<file path="config.mk">
export PLATFORM = sky130hd
export DESIGN_NAME = bounded_deque_with_dump_core_flat
export DESIGN_NICKNAME = d
export VERILOG_FILES = /design/src/sv/bdeq_pkg.sv /design/src/sv/bdeq_if.sv /design/src/sv/bounded_deque_with_dump_core.sv /design/src/flat_wrapper.sv
export SDC_FILE = /design/constraint.sdc
export NUM_CORES = 2
export LEC_CHECK = 0
export BUFFER_PORTS_ARGS = -buffer_cell sky130_fd_sc_hd__buf_2
export CAP_MARGIN = 20
export CELL_PAD_IN_SITES_DETAIL_PLACEMENT = 1
export CELL_PAD_IN_SITES_GLOBAL_PLACEMENT = 1
export CORE_ASPECT_RATIO = 1.25
export CORE_UTILIZATION = 47
export DETAILED_ROUTE_END_ITERATION = 12
export PLACE_DENSITY = 0.69
export SETUP_SLACK_MARGIN = 0.2
export SYNTH_ARGS = -nofsm -noshare
export SYNTH_HDL_FRONTEND = slang
export SYNTH_SLANG_ARGS = --single-unit
</file>
<file path="constraint.sdc">
create_clock -name clock -period 10.11 [get_ports clock]
set_clock_uncertainty 0.2 [all_clocks]
set_input_delay 0 -clock clock [delete_from_list [all_inputs] [get_ports clock]]
set_output_delay 0 -clock clock [all_outputs]
set_load 0.1 [all_outputs]
</file>
<file path="src/sv/bdeq_pkg.sv">
`timescale 1ns / 1ps
// ----------------------------------------------------------------------------
// Bounded deque package
// Sizes, command and status codes and ring index helpers for the deque core.
// ----------------------------------------------------------------------------
package bdeq_pkg;

   localparam int DEPTH  = 64;
   localparam int IDX_W  = (DEPTH > 1) ? $clog2(DEPTH) : 1;
   localparam int CNT_W  = $clog2(DEPTH + 1);
   localparam int SUM_W  = CNT_W + 1;
   localparam int DATA_W = 32;

   typedef logic [IDX_W-1:0]  idx_type;
   typedef logic [CNT_W-1:0]  cnt_type;

   typedef enum logic [2:0] {
      CMD_PUSH_FRONT = 3'd0,
      CMD_PUSH_BACK  = 3'd1,
      CMD_POP_FRONT  = 3'd2,
      CMD_POP_BACK   = 3'd3,
      CMD_DUMP       = 3'd4
   } cmd_type;

   typedef enum logic [1:0] {
      STS_OK    = 2'd0,
      STS_EMPTY = 2'd1,
      STS_FULL  = 2'd2
   } status_type;

   typedef enum logic {
      ST_IDLE,
      ST_DUMP
   } state_type;

   function automatic idx_type idx_inc(input idx_type idx);
      return (idx == idx_type'(DEPTH - 1)) ? '0 : idx + idx_type'(1);
   endfunction

   function automatic idx_type idx_dec(input idx_type idx);
      return (idx == '0) ? idx_type'(DEPTH - 1) : idx - idx_type'(1);
   endfunction

   // slot behind the back element; front + count stays below twice the depth
   function automatic idx_type back_slot(input idx_type front, input cnt_type count);
      logic [SUM_W-1:0] sum;
      sum = SUM_W'(front) + SUM_W'(count);
      if (sum >= SUM_W'(DEPTH)) begin
         sum = sum - SUM_W'(DEPTH);
      end
      return sum[IDX_W-1:0];
   endfunction

endpackage

</file>
<file path="src/sv/bdeq_if.sv">
`timescale 1ns / 1ps
// ----------------------------------------------------------------------------
// Bounded deque channels
// Command channel into the deque and result channel out of it.
// ----------------------------------------------------------------------------
interface bdeq_req_if;
   logic               valid;
   logic               ready;
   logic [2:0]         command;
   logic signed [31:0] value;

   modport source (output valid, output command, output value, input ready);
   modport sink   (input valid, input command, input value, output ready);
   modport monitor (input valid, input ready, input command, input value);
endinterface

interface bdeq_rsp_if;
   logic               valid;
   logic               ready;
   logic [1:0]         status;
   logic signed [31:0] element;
   logic               last;

   modport source (output valid, output status, output element, output last, input ready);
   modport sink   (input valid, input status, input element, input last, output ready);
   modport monitor (input valid, input ready, input status, input element, input last);
endinterface

</file>
<file path="src/sv/bounded_deque_with_dump_core.sv">
`timescale 1ns / 1ps
// ----------------------------------------------------------------------------
// Bounded deque with dump
// Double-ended queue of signed words held in a ring buffer memory.
// ----------------------------------------------------------------------------
// Usage:
//   req_chan carries one command per beat (push front/back, pop front/back,
//   dump) with its data word. rsp_chan returns status, element and last.
//   A push or pop gives one result beat, registered, in the cycle after the
//   command is taken; one command a cycle is taken while the result stage
//   drains. A push onto a full queue reports full, a pop or dump of an empty
//   queue reports empty. A dump of N elements gives N beats, front to back,
//   one a cycle while rsp_chan does not stall, the last one marked; each word
//   is read through the registered ring memory port before it is moved into
//   the result register. No new command is taken until the final dump beat is
//   in the result register.
//   Unused command codes are taken and give no result.
//   Reset empties the queue and drops any pending result; memory contents
//   are not cleared. When rsp_chan stalls, the result register holds and
//   req_chan.ready falls until the beat is taken.
// ----------------------------------------------------------------------------
module bounded_deque_with_dump_core
   import bdeq_pkg::*;
(
   input  logic         clock,
   input  logic         reset,
   bdeq_req_if.sink     req_chan,
   bdeq_rsp_if.source   rsp_chan
);

   logic signed [DATA_W-1:0] mem [DEPTH];

   state_type                state_ff, state_in;
   idx_type                  front_ff, front_in;
   cnt_type                  count_ff, count_in;
   idx_type                  rd_idx_ff, rd_idx_in;
   cnt_type                  remain_ff, remain_in;
   logic signed [DATA_W-1:0] rd_data_ff;

   logic                     rsp_valid_ff, rsp_valid_in;
   status_type               status_ff, status_in;
   logic signed [DATA_W-1:0] element_ff, element_in;
   logic                     last_ff, last_in;

   logic                     wr_en;
   idx_type                  wr_addr;
   logic                     out_free;
   logic                     accept;
   logic                     full;
   logic                     empty;

   assign out_free       = !rsp_valid_ff || rsp_chan.ready;
   assign req_chan.ready = (state_ff == ST_IDLE) && out_free;
   assign accept         = req_chan.valid && req_chan.ready;
   assign full           = (count_ff == cnt_type'(DEPTH));
   assign empty          = (count_ff == '0);

   assign rsp_chan.valid   = rsp_valid_ff;
   assign rsp_chan.status  = status_ff;
   assign rsp_chan.element = element_ff;
   assign rsp_chan.last    = last_ff;

   always_comb begin
      state_in     = state_ff;
      front_in     = front_ff;
      count_in     = count_ff;
      rd_idx_in    = rd_idx_ff;
      remain_in    = remain_ff;
      rsp_valid_in = rsp_valid_ff && !rsp_chan.ready;
      status_in    = status_ff;
      element_in   = element_ff;
      last_in      = last_ff;
      wr_en        = 1'b0;
      wr_addr      = front_ff;

      unique case (state_ff)
         ST_IDLE: begin
            if (accept) begin
               element_in = '0;
               last_in    = 1'b1;
               status_in  = STS_OK;
               unique case (req_chan.command)
                  CMD_PUSH_FRONT: begin
                     rsp_valid_in = 1'b1;
                     if (full) begin
                        status_in = STS_FULL;
                     end else begin
                        front_in = idx_dec(front_ff);
                        wr_en    = 1'b1;
                        wr_addr  = idx_dec(front_ff);
                        count_in = count_ff + cnt_type'(1);
                     end
                  end
                  CMD_PUSH_BACK: begin
                     rsp_valid_in = 1'b1;
                     if (full) begin
                        status_in = STS_FULL;
                     end else begin
                        wr_en    = 1'b1;
                        wr_addr  = back_slot(front_ff, count_ff);
                        count_in = count_ff + cnt_type'(1);
                     end
                  end
                  CMD_POP_FRONT: begin
                     rsp_valid_in = 1'b1;
                     if (empty) begin
                        status_in = STS_EMPTY;
                     end else begin
                        front_in = idx_inc(front_ff);
                        count_in = count_ff - cnt_type'(1);
                     end
                  end
                  CMD_POP_BACK: begin
                     rsp_valid_in = 1'b1;
                     if (empty) begin
                        status_in = STS_EMPTY;
                     end else begin
                        count_in = count_ff - cnt_type'(1);
                     end
                  end
                  CMD_DUMP: begin
                     if (empty) begin
                        rsp_valid_in = 1'b1;
                        status_in    = STS_EMPTY;
                     end else begin
                        // front word is read this cycle, ready next cycle
                        state_in  = ST_DUMP;
                        rd_idx_in = front_ff;
                        remain_in = count_ff;
                     end
                  end
                  default: begin
                     // unused code: drop the beat
                  end
               endcase
            end
         end
         ST_DUMP: begin
            if (out_free) begin
               rsp_valid_in = 1'b1;
               status_in    = STS_OK;
               element_in   = rd_data_ff;
               last_in      = (remain_ff == cnt_type'(1));
               rd_idx_in    = idx_inc(rd_idx_ff);
               remain_in    = remain_ff - cnt_type'(1);
               if (remain_ff == cnt_type'(1)) begin
                  state_in = ST_IDLE;
               end
            end
         end
         default: begin
            state_in = ST_IDLE;
         end
      endcase
   end

   // ring memory: one write port, one registered read port
   always_ff @(posedge clock) begin
      if (wr_en) begin
         mem[wr_addr] <= req_chan.value;
      end
      rd_data_ff <= mem[rd_idx_in];
   end

   always_ff @(posedge clock) begin
      if (reset) begin
         state_ff     <= ST_IDLE;
         front_ff     <= '0;
         count_ff     <= '0;
         rd_idx_ff    <= '0;
         remain_ff    <= '0;
         rsp_valid_ff <= 1'b0;
      end else begin
         state_ff     <= state_in;
         front_ff     <= front_in;
         count_ff     <= count_in;
         rd_idx_ff    <= rd_idx_in;
         remain_ff    <= remain_in;
         rsp_valid_ff <= rsp_valid_in;
      end
   end

   always_ff @(posedge clock) begin
      status_ff  <= status_in;
      element_ff <= element_in;
      last_ff    <= last_in;
   end

endmodule

</file>
<file path="src/flat_wrapper.sv">
// flat-port wrapper written by rule: the top's interface ports become plain ports
module bounded_deque_with_dump_core_flat import bdeq_pkg::*;
  (clock, reset, req_chan_valid, req_chan_command, req_chan_value, req_chan_ready, rsp_chan_valid, rsp_chan_status, rsp_chan_element, rsp_chan_last, rsp_chan_ready);
  bdeq_req_if req_chan_i ();
  bdeq_rsp_if rsp_chan_i ();
  input  logic clock;
  input  logic reset;
  input wire logic [$bits(req_chan_i.valid)-1:0] req_chan_valid;
  input wire logic [$bits(req_chan_i.command)-1:0] req_chan_command;
  input wire logic [$bits(req_chan_i.value)-1:0] req_chan_value;
  output wire logic [$bits(req_chan_i.ready)-1:0] req_chan_ready;
  output wire logic [$bits(rsp_chan_i.valid)-1:0] rsp_chan_valid;
  output wire logic [$bits(rsp_chan_i.status)-1:0] rsp_chan_status;
  output wire logic [$bits(rsp_chan_i.element)-1:0] rsp_chan_element;
  output wire logic [$bits(rsp_chan_i.last)-1:0] rsp_chan_last;
  input wire logic [$bits(rsp_chan_i.ready)-1:0] rsp_chan_ready;
  assign req_chan_i.valid = req_chan_valid;
  assign req_chan_i.command = req_chan_command;
  assign req_chan_i.value = req_chan_value;
  assign req_chan_ready = req_chan_i.ready;
  assign rsp_chan_valid = rsp_chan_i.valid;
  assign rsp_chan_status = rsp_chan_i.status;
  assign rsp_chan_element = rsp_chan_i.element;
  assign rsp_chan_last = rsp_chan_i.last;
  assign rsp_chan_i.ready = rsp_chan_ready;
  bounded_deque_with_dump_core u_core (.clock(clock), .reset(reset), .req_chan(req_chan_i), .rsp_chan(rsp_chan_i));
endmodule
</file>
==> results.txt <==
----------------------------------------------------
[Synth]
  Post-synth top flop ... edfxtp_1
  Count of warnings emitted by yosys ... 0
  Post-Synthesis Mean Instance Area ... 16.3 um^2
  Post-synthesis cell area ... 83,600 um^2
  Share of synthesized flip-flops with an asynchronous set or reset ... 0%
  Count of distinct cell types in the synthesized netlist ... 83
  Count of state elements after synthesis ... 2,143
  Cells after Synth ... 5,130
  Portion of the post-synthesis area used by sequential elements ... 76.3%
  Post-synthesis net count ... 5,187
  EDFF count, synth ... 2,083

[Routing]
  Detailed-routing iteration count for the pre-antenna-repair pass ... 6
  ANT nets after route ... 0
  DRC violations left ... 0
  WL/cell ... 36.4 um
  Starting DRT DRC Count ... 6,710
  Total wirelength of the detailed-routed design ... 286 mm
  Ratio of routed vias to standard cells ... 6.46
  Count of vias placed by the detailed router ... 50,800

[Final layout]
  NumNets Final ... 5,389
  Filler cell count ... 16,200
  Layout area overhead ... 13.8%
  Share of cells above drive strength 1 ... 16.0%
  Area of the multi-input gates ... 19,000 um^2
  Number of standard cells in the final layout excluding fillers ... 7,865
  Area occupied by registers ... 63,800 um^2
  Post-route core utilization ... 54.0%

[Worst hold path]
  Min-delay src ... req_chan_value[7]
  Depth of the worst hold-timing path ... 2
  Hold-critical path endpoint ... u_core.mem[0][7]$_DFFE_PP_
  Worst hold path class ... primary input to register

[Floorplanning]
  Area of the core region ... 176,000 um^2
  Die height ... 474 um
  Starting density of the core ... 47.4%
  Count of pins on the block boundary ... 76
  X dimension of the die ... 379 um
  Floorplan row count ... 172
  Die outline area ... 180,000 um^2

[GRT]
  Global-route total usage across every layer ... 32.0%
  First-pass GRT wire length ... 397 mm
  Met1 Usage GRT ... 40.9%
  Layer with the highest usage ... met2
  Initial antenna violation count ... 14
  Met2 Usage GRT ... 52.0%
  GRT Residual Overflow ... 0
  Met3 track demand over resource ... 5.53%
  Vias in the first global route ... 51,400
  Pin count of the biggest net entering global routing ... 142

[Run status]
  Run status ... complete, no violations

[Power and ir drop]
  Total power of the final layout ... 18.5 mW
  Pwr Density ... 195 nW/um^2
  Peak VDD IR ... 0.147 mV
  Static Leakage ... 31.0 nW

[Worst setup path]
  R2r worst-path depth ... 10
  Worst path max stage delay ... 1000 ps
  Critical Setup Path Class ... register to register
  Launching point of the worst reg2reg path ... u_core.state_ff$_SDFF_PP0_
  Kind of capture point of the worst setup path ... register
  Register-to-Register Setup Slack ... 3760 ps
  Endpoint arrival time on the critical path ... 6880 ps
  Cell-by-cell listing of the critical path ... nor2b_1, and2_0, nand3_1, and2_4, buf_12, buf_4, mux4_2, a22oi_1, nand4_1, or3_1
  CP Max Fanout ... 122
  Slowest stage cell, crit path ... dfxtp_4
  Required time reported for the critical path endpoint ... 10,630 ps
  Critical Path Start Type ... register
  R2R Path End ... u_core.rd_data_ff[9]$_DFF_P_

[Clocking]
  H-tree depth ... 4
  Post-CTS Hold Buffers ... 57
  CTS tree ... done
  Master cell of the clock root buffer ... clkbuf_16
  Sinks on Clock Net ... 2,143
  Clock slew at reported path FFs ... 60 ps
  Number of buffers created by CTS ... 204
  Skew-Pair Late Insertion Delay ... 890 ps
  Maximum buffer depth of the clock tree ... 3
  Buffer count from post-CTS setup fixing ... 0
  Count of instances resized after the clock tree is built ... 0

[STA]
  Share of the clock period used by the worst path ... 62.9%
  Max-slew violation total from the final report ... 0
  Final setup fails ... 0
  Worst-margin pin slew ... 1140 ps
  Peak clock frequency supported by timing ... 157 MHz
  Hold Fails Final Rpt ... 0
  Setup Total Neg Slack ... 0 ps
  Final worst path period need ... 6350 ps
  Unrepaired setup endpoints after global routing ... no
  Relative slew slack ... 23.7%

[Run]
  Maximum Capacitance Violations ... 0

[Place]
  RD Place Congestion ... 0.893
  HPWL Detailed ... 163 mm
  Number of cells in the design after placement ... 7,397
  Number of buffers added on ports ... 75

----------------------------------------------------
[layout by cell type, fill, tap and decap left out, types with 72 or more instances in the layout]
cell type,n
edfxtp_1,2083
nand2_1,915
nand3_1,558
mux4_2,236
clkbuf_16,208
mux2i_1,143
buf_4,125
a22oi_1,108
a21oi_1,83
buf_2,75
nand4_1,74
nor2_4,72
[routing by layer]
metal,up-vias,part of all wire (%),wire length (um)
met5,-,0.0094,27
met4,4,6.3,18100
met3,688,8.9,25300
met2,3025,49,139000
met1,26700,36,104000
li1,20400,-,-
[stage by stage]
step / setup slack [ps] / cell area, um^2 / hold slack, ps
after floorplan: 5100 / 83600 / -101
after global placement: 3970 / 87300 / 125
after detailed placement: 3870 / 87600 / 105
after CTS: 3840 / 94800 / 8.26
after global routing: 3620 / 95200 / 25.7
final: 3760 / 95200 / 38.0
[cell usage after synthesis (10+ instances only)]
cell / instances / area share (%)
a21oi_1: 86 / 0.51
a22oi_1: 108 / 0.97
a31oi_1: 25 / 0.19
a32oi_1: 45 / 0.47
and2_1: 39 / 0.29
buf_1: 26 / 0.12
buf_2: 94 / 0.56
buf_4: 34 / 0.31
buf_6: 10 / 0.13
clkbuf_1: 143 / 0.64
dfxtp_1: 60 / 1.4
edfxtp_1: 2083 / 75
ha_1: 16 / 0.24
inv_1: 19 / 0.085
mux2i_1: 143 / 1.7
mux4_2: 236 / 6.4
nand2_1: 916 / 4.1
nand3_1: 559 / 3.3
nand4_1: 74 / 0.55
nor2_1: 130 / 0.58
nor3_1: 21 / 0.13
o2111ai_1: 17 / 0.18
o21ai_0: 52 / 0.31
or3_1: 21 / 0.16
[flip-flops by register name, indices dropped and copies added (netlist names)]
register                 flops
u_core.count_ff              7
u_core.remain_ff             7
u_core.rsp_chan.element     32
u_core.rd_data_ff           32
u_core.rd_idx_ff             6
u_core.rsp_chan.valid        1
u_core.mem                2048
u_core.state_ff              1
u_core.rsp_chan.last         1
u_core.rsp_chan.status       2
u_core.front_ff              6
[cell type report]
| cell class | instances | area share, % |
|---|---|---|
| Tap cell | 2349 | 3.09 |
| Sequential cell | 2143 | 67.0 |
| Inverter | 19 | 0.0749 |
| Clock buffer | 283 | 5.95 |
| Clock inverter | 103 | 1.06 |
| Antenna cell | 4 | 0.0105 |
| Timing Repair Buffer | 303 | 2.87 |
| Multi-Input combinational cell | 2661 | 20.0 |
[worst max-delay path, delay by kind of cell (launching register included)]
family                 cells  cell delay [ps]
flip-flops                 1             1000
multiplexers               1              420
buffers and inverters      2             1410
AO/OA/AOI/OAI              1              300
AND/OR/NAND/NOR            6             2570
[cells by family (layout without fill, tap and decap cells)]
| group | after synthesis | count (layout) | synth area share [%] |
|---|---|---|---|
| xor+xnor | 11 | 11 | 0.115 |
| buf+inv | 326 | 708 | 1.85 |
| flops | 2143 | 2143 | 76.3 |
| mux | 382 | 382 | 8.11 |
| other cells | 0 | 4 | 0 |
| compound gates | 440 | 440 | 3.76 |
| fa+ha+maj | 18 | 18 | 0.287 |
| simple gates | 1810 | 1810 | 9.63 |
[report_power, final]
| group | internal [mW] | leakage [nW] | total [mW] | switching (mW) |
|---|---|---|---|---|
| Clock | 4.31 | 3.24 | 7.72 | 3.41 |
| Combinational | 0.271 | 8.51 | 0.969 | 0.698 |
| Sequential | 9.79 | 19.3 | 9.84 | 0.0505 |
[worst max-delay path by stage]
| stage | start | endpoint | slack, ps |
|---|---|---|---|
| after floorplan | u_core.rsp_chan.valid$_SDFF_PP0_ | u_core.mem[33][0]$_DFFE_PP_ | 5100 |
| after global placement | u_core.state_ff$_SDFF_PP0_ | u_core.rd_data_ff[7]$_DFF_P_ | 3970 |
| after detailed placement | u_core.state_ff$_SDFF_PP0_ | u_core.rd_data_ff[2]$_DFF_P_ | 3870 |
| after CTS | u_core.state_ff$_SDFF_PP0_ | u_core.rd_data_ff[2]$_DFF_P_ | 3840 |
| after global routing | u_core.state_ff$_SDFF_PP0_ | u_core.rd_data_ff[2]$_DFF_P_ | 3620 |
| final | u_core.state_ff$_SDFF_PP0_ | u_core.rd_data_ff[9]$_DFF_P_ | 3760 |
Note: power is estimated with default switching activity, not from simulation.
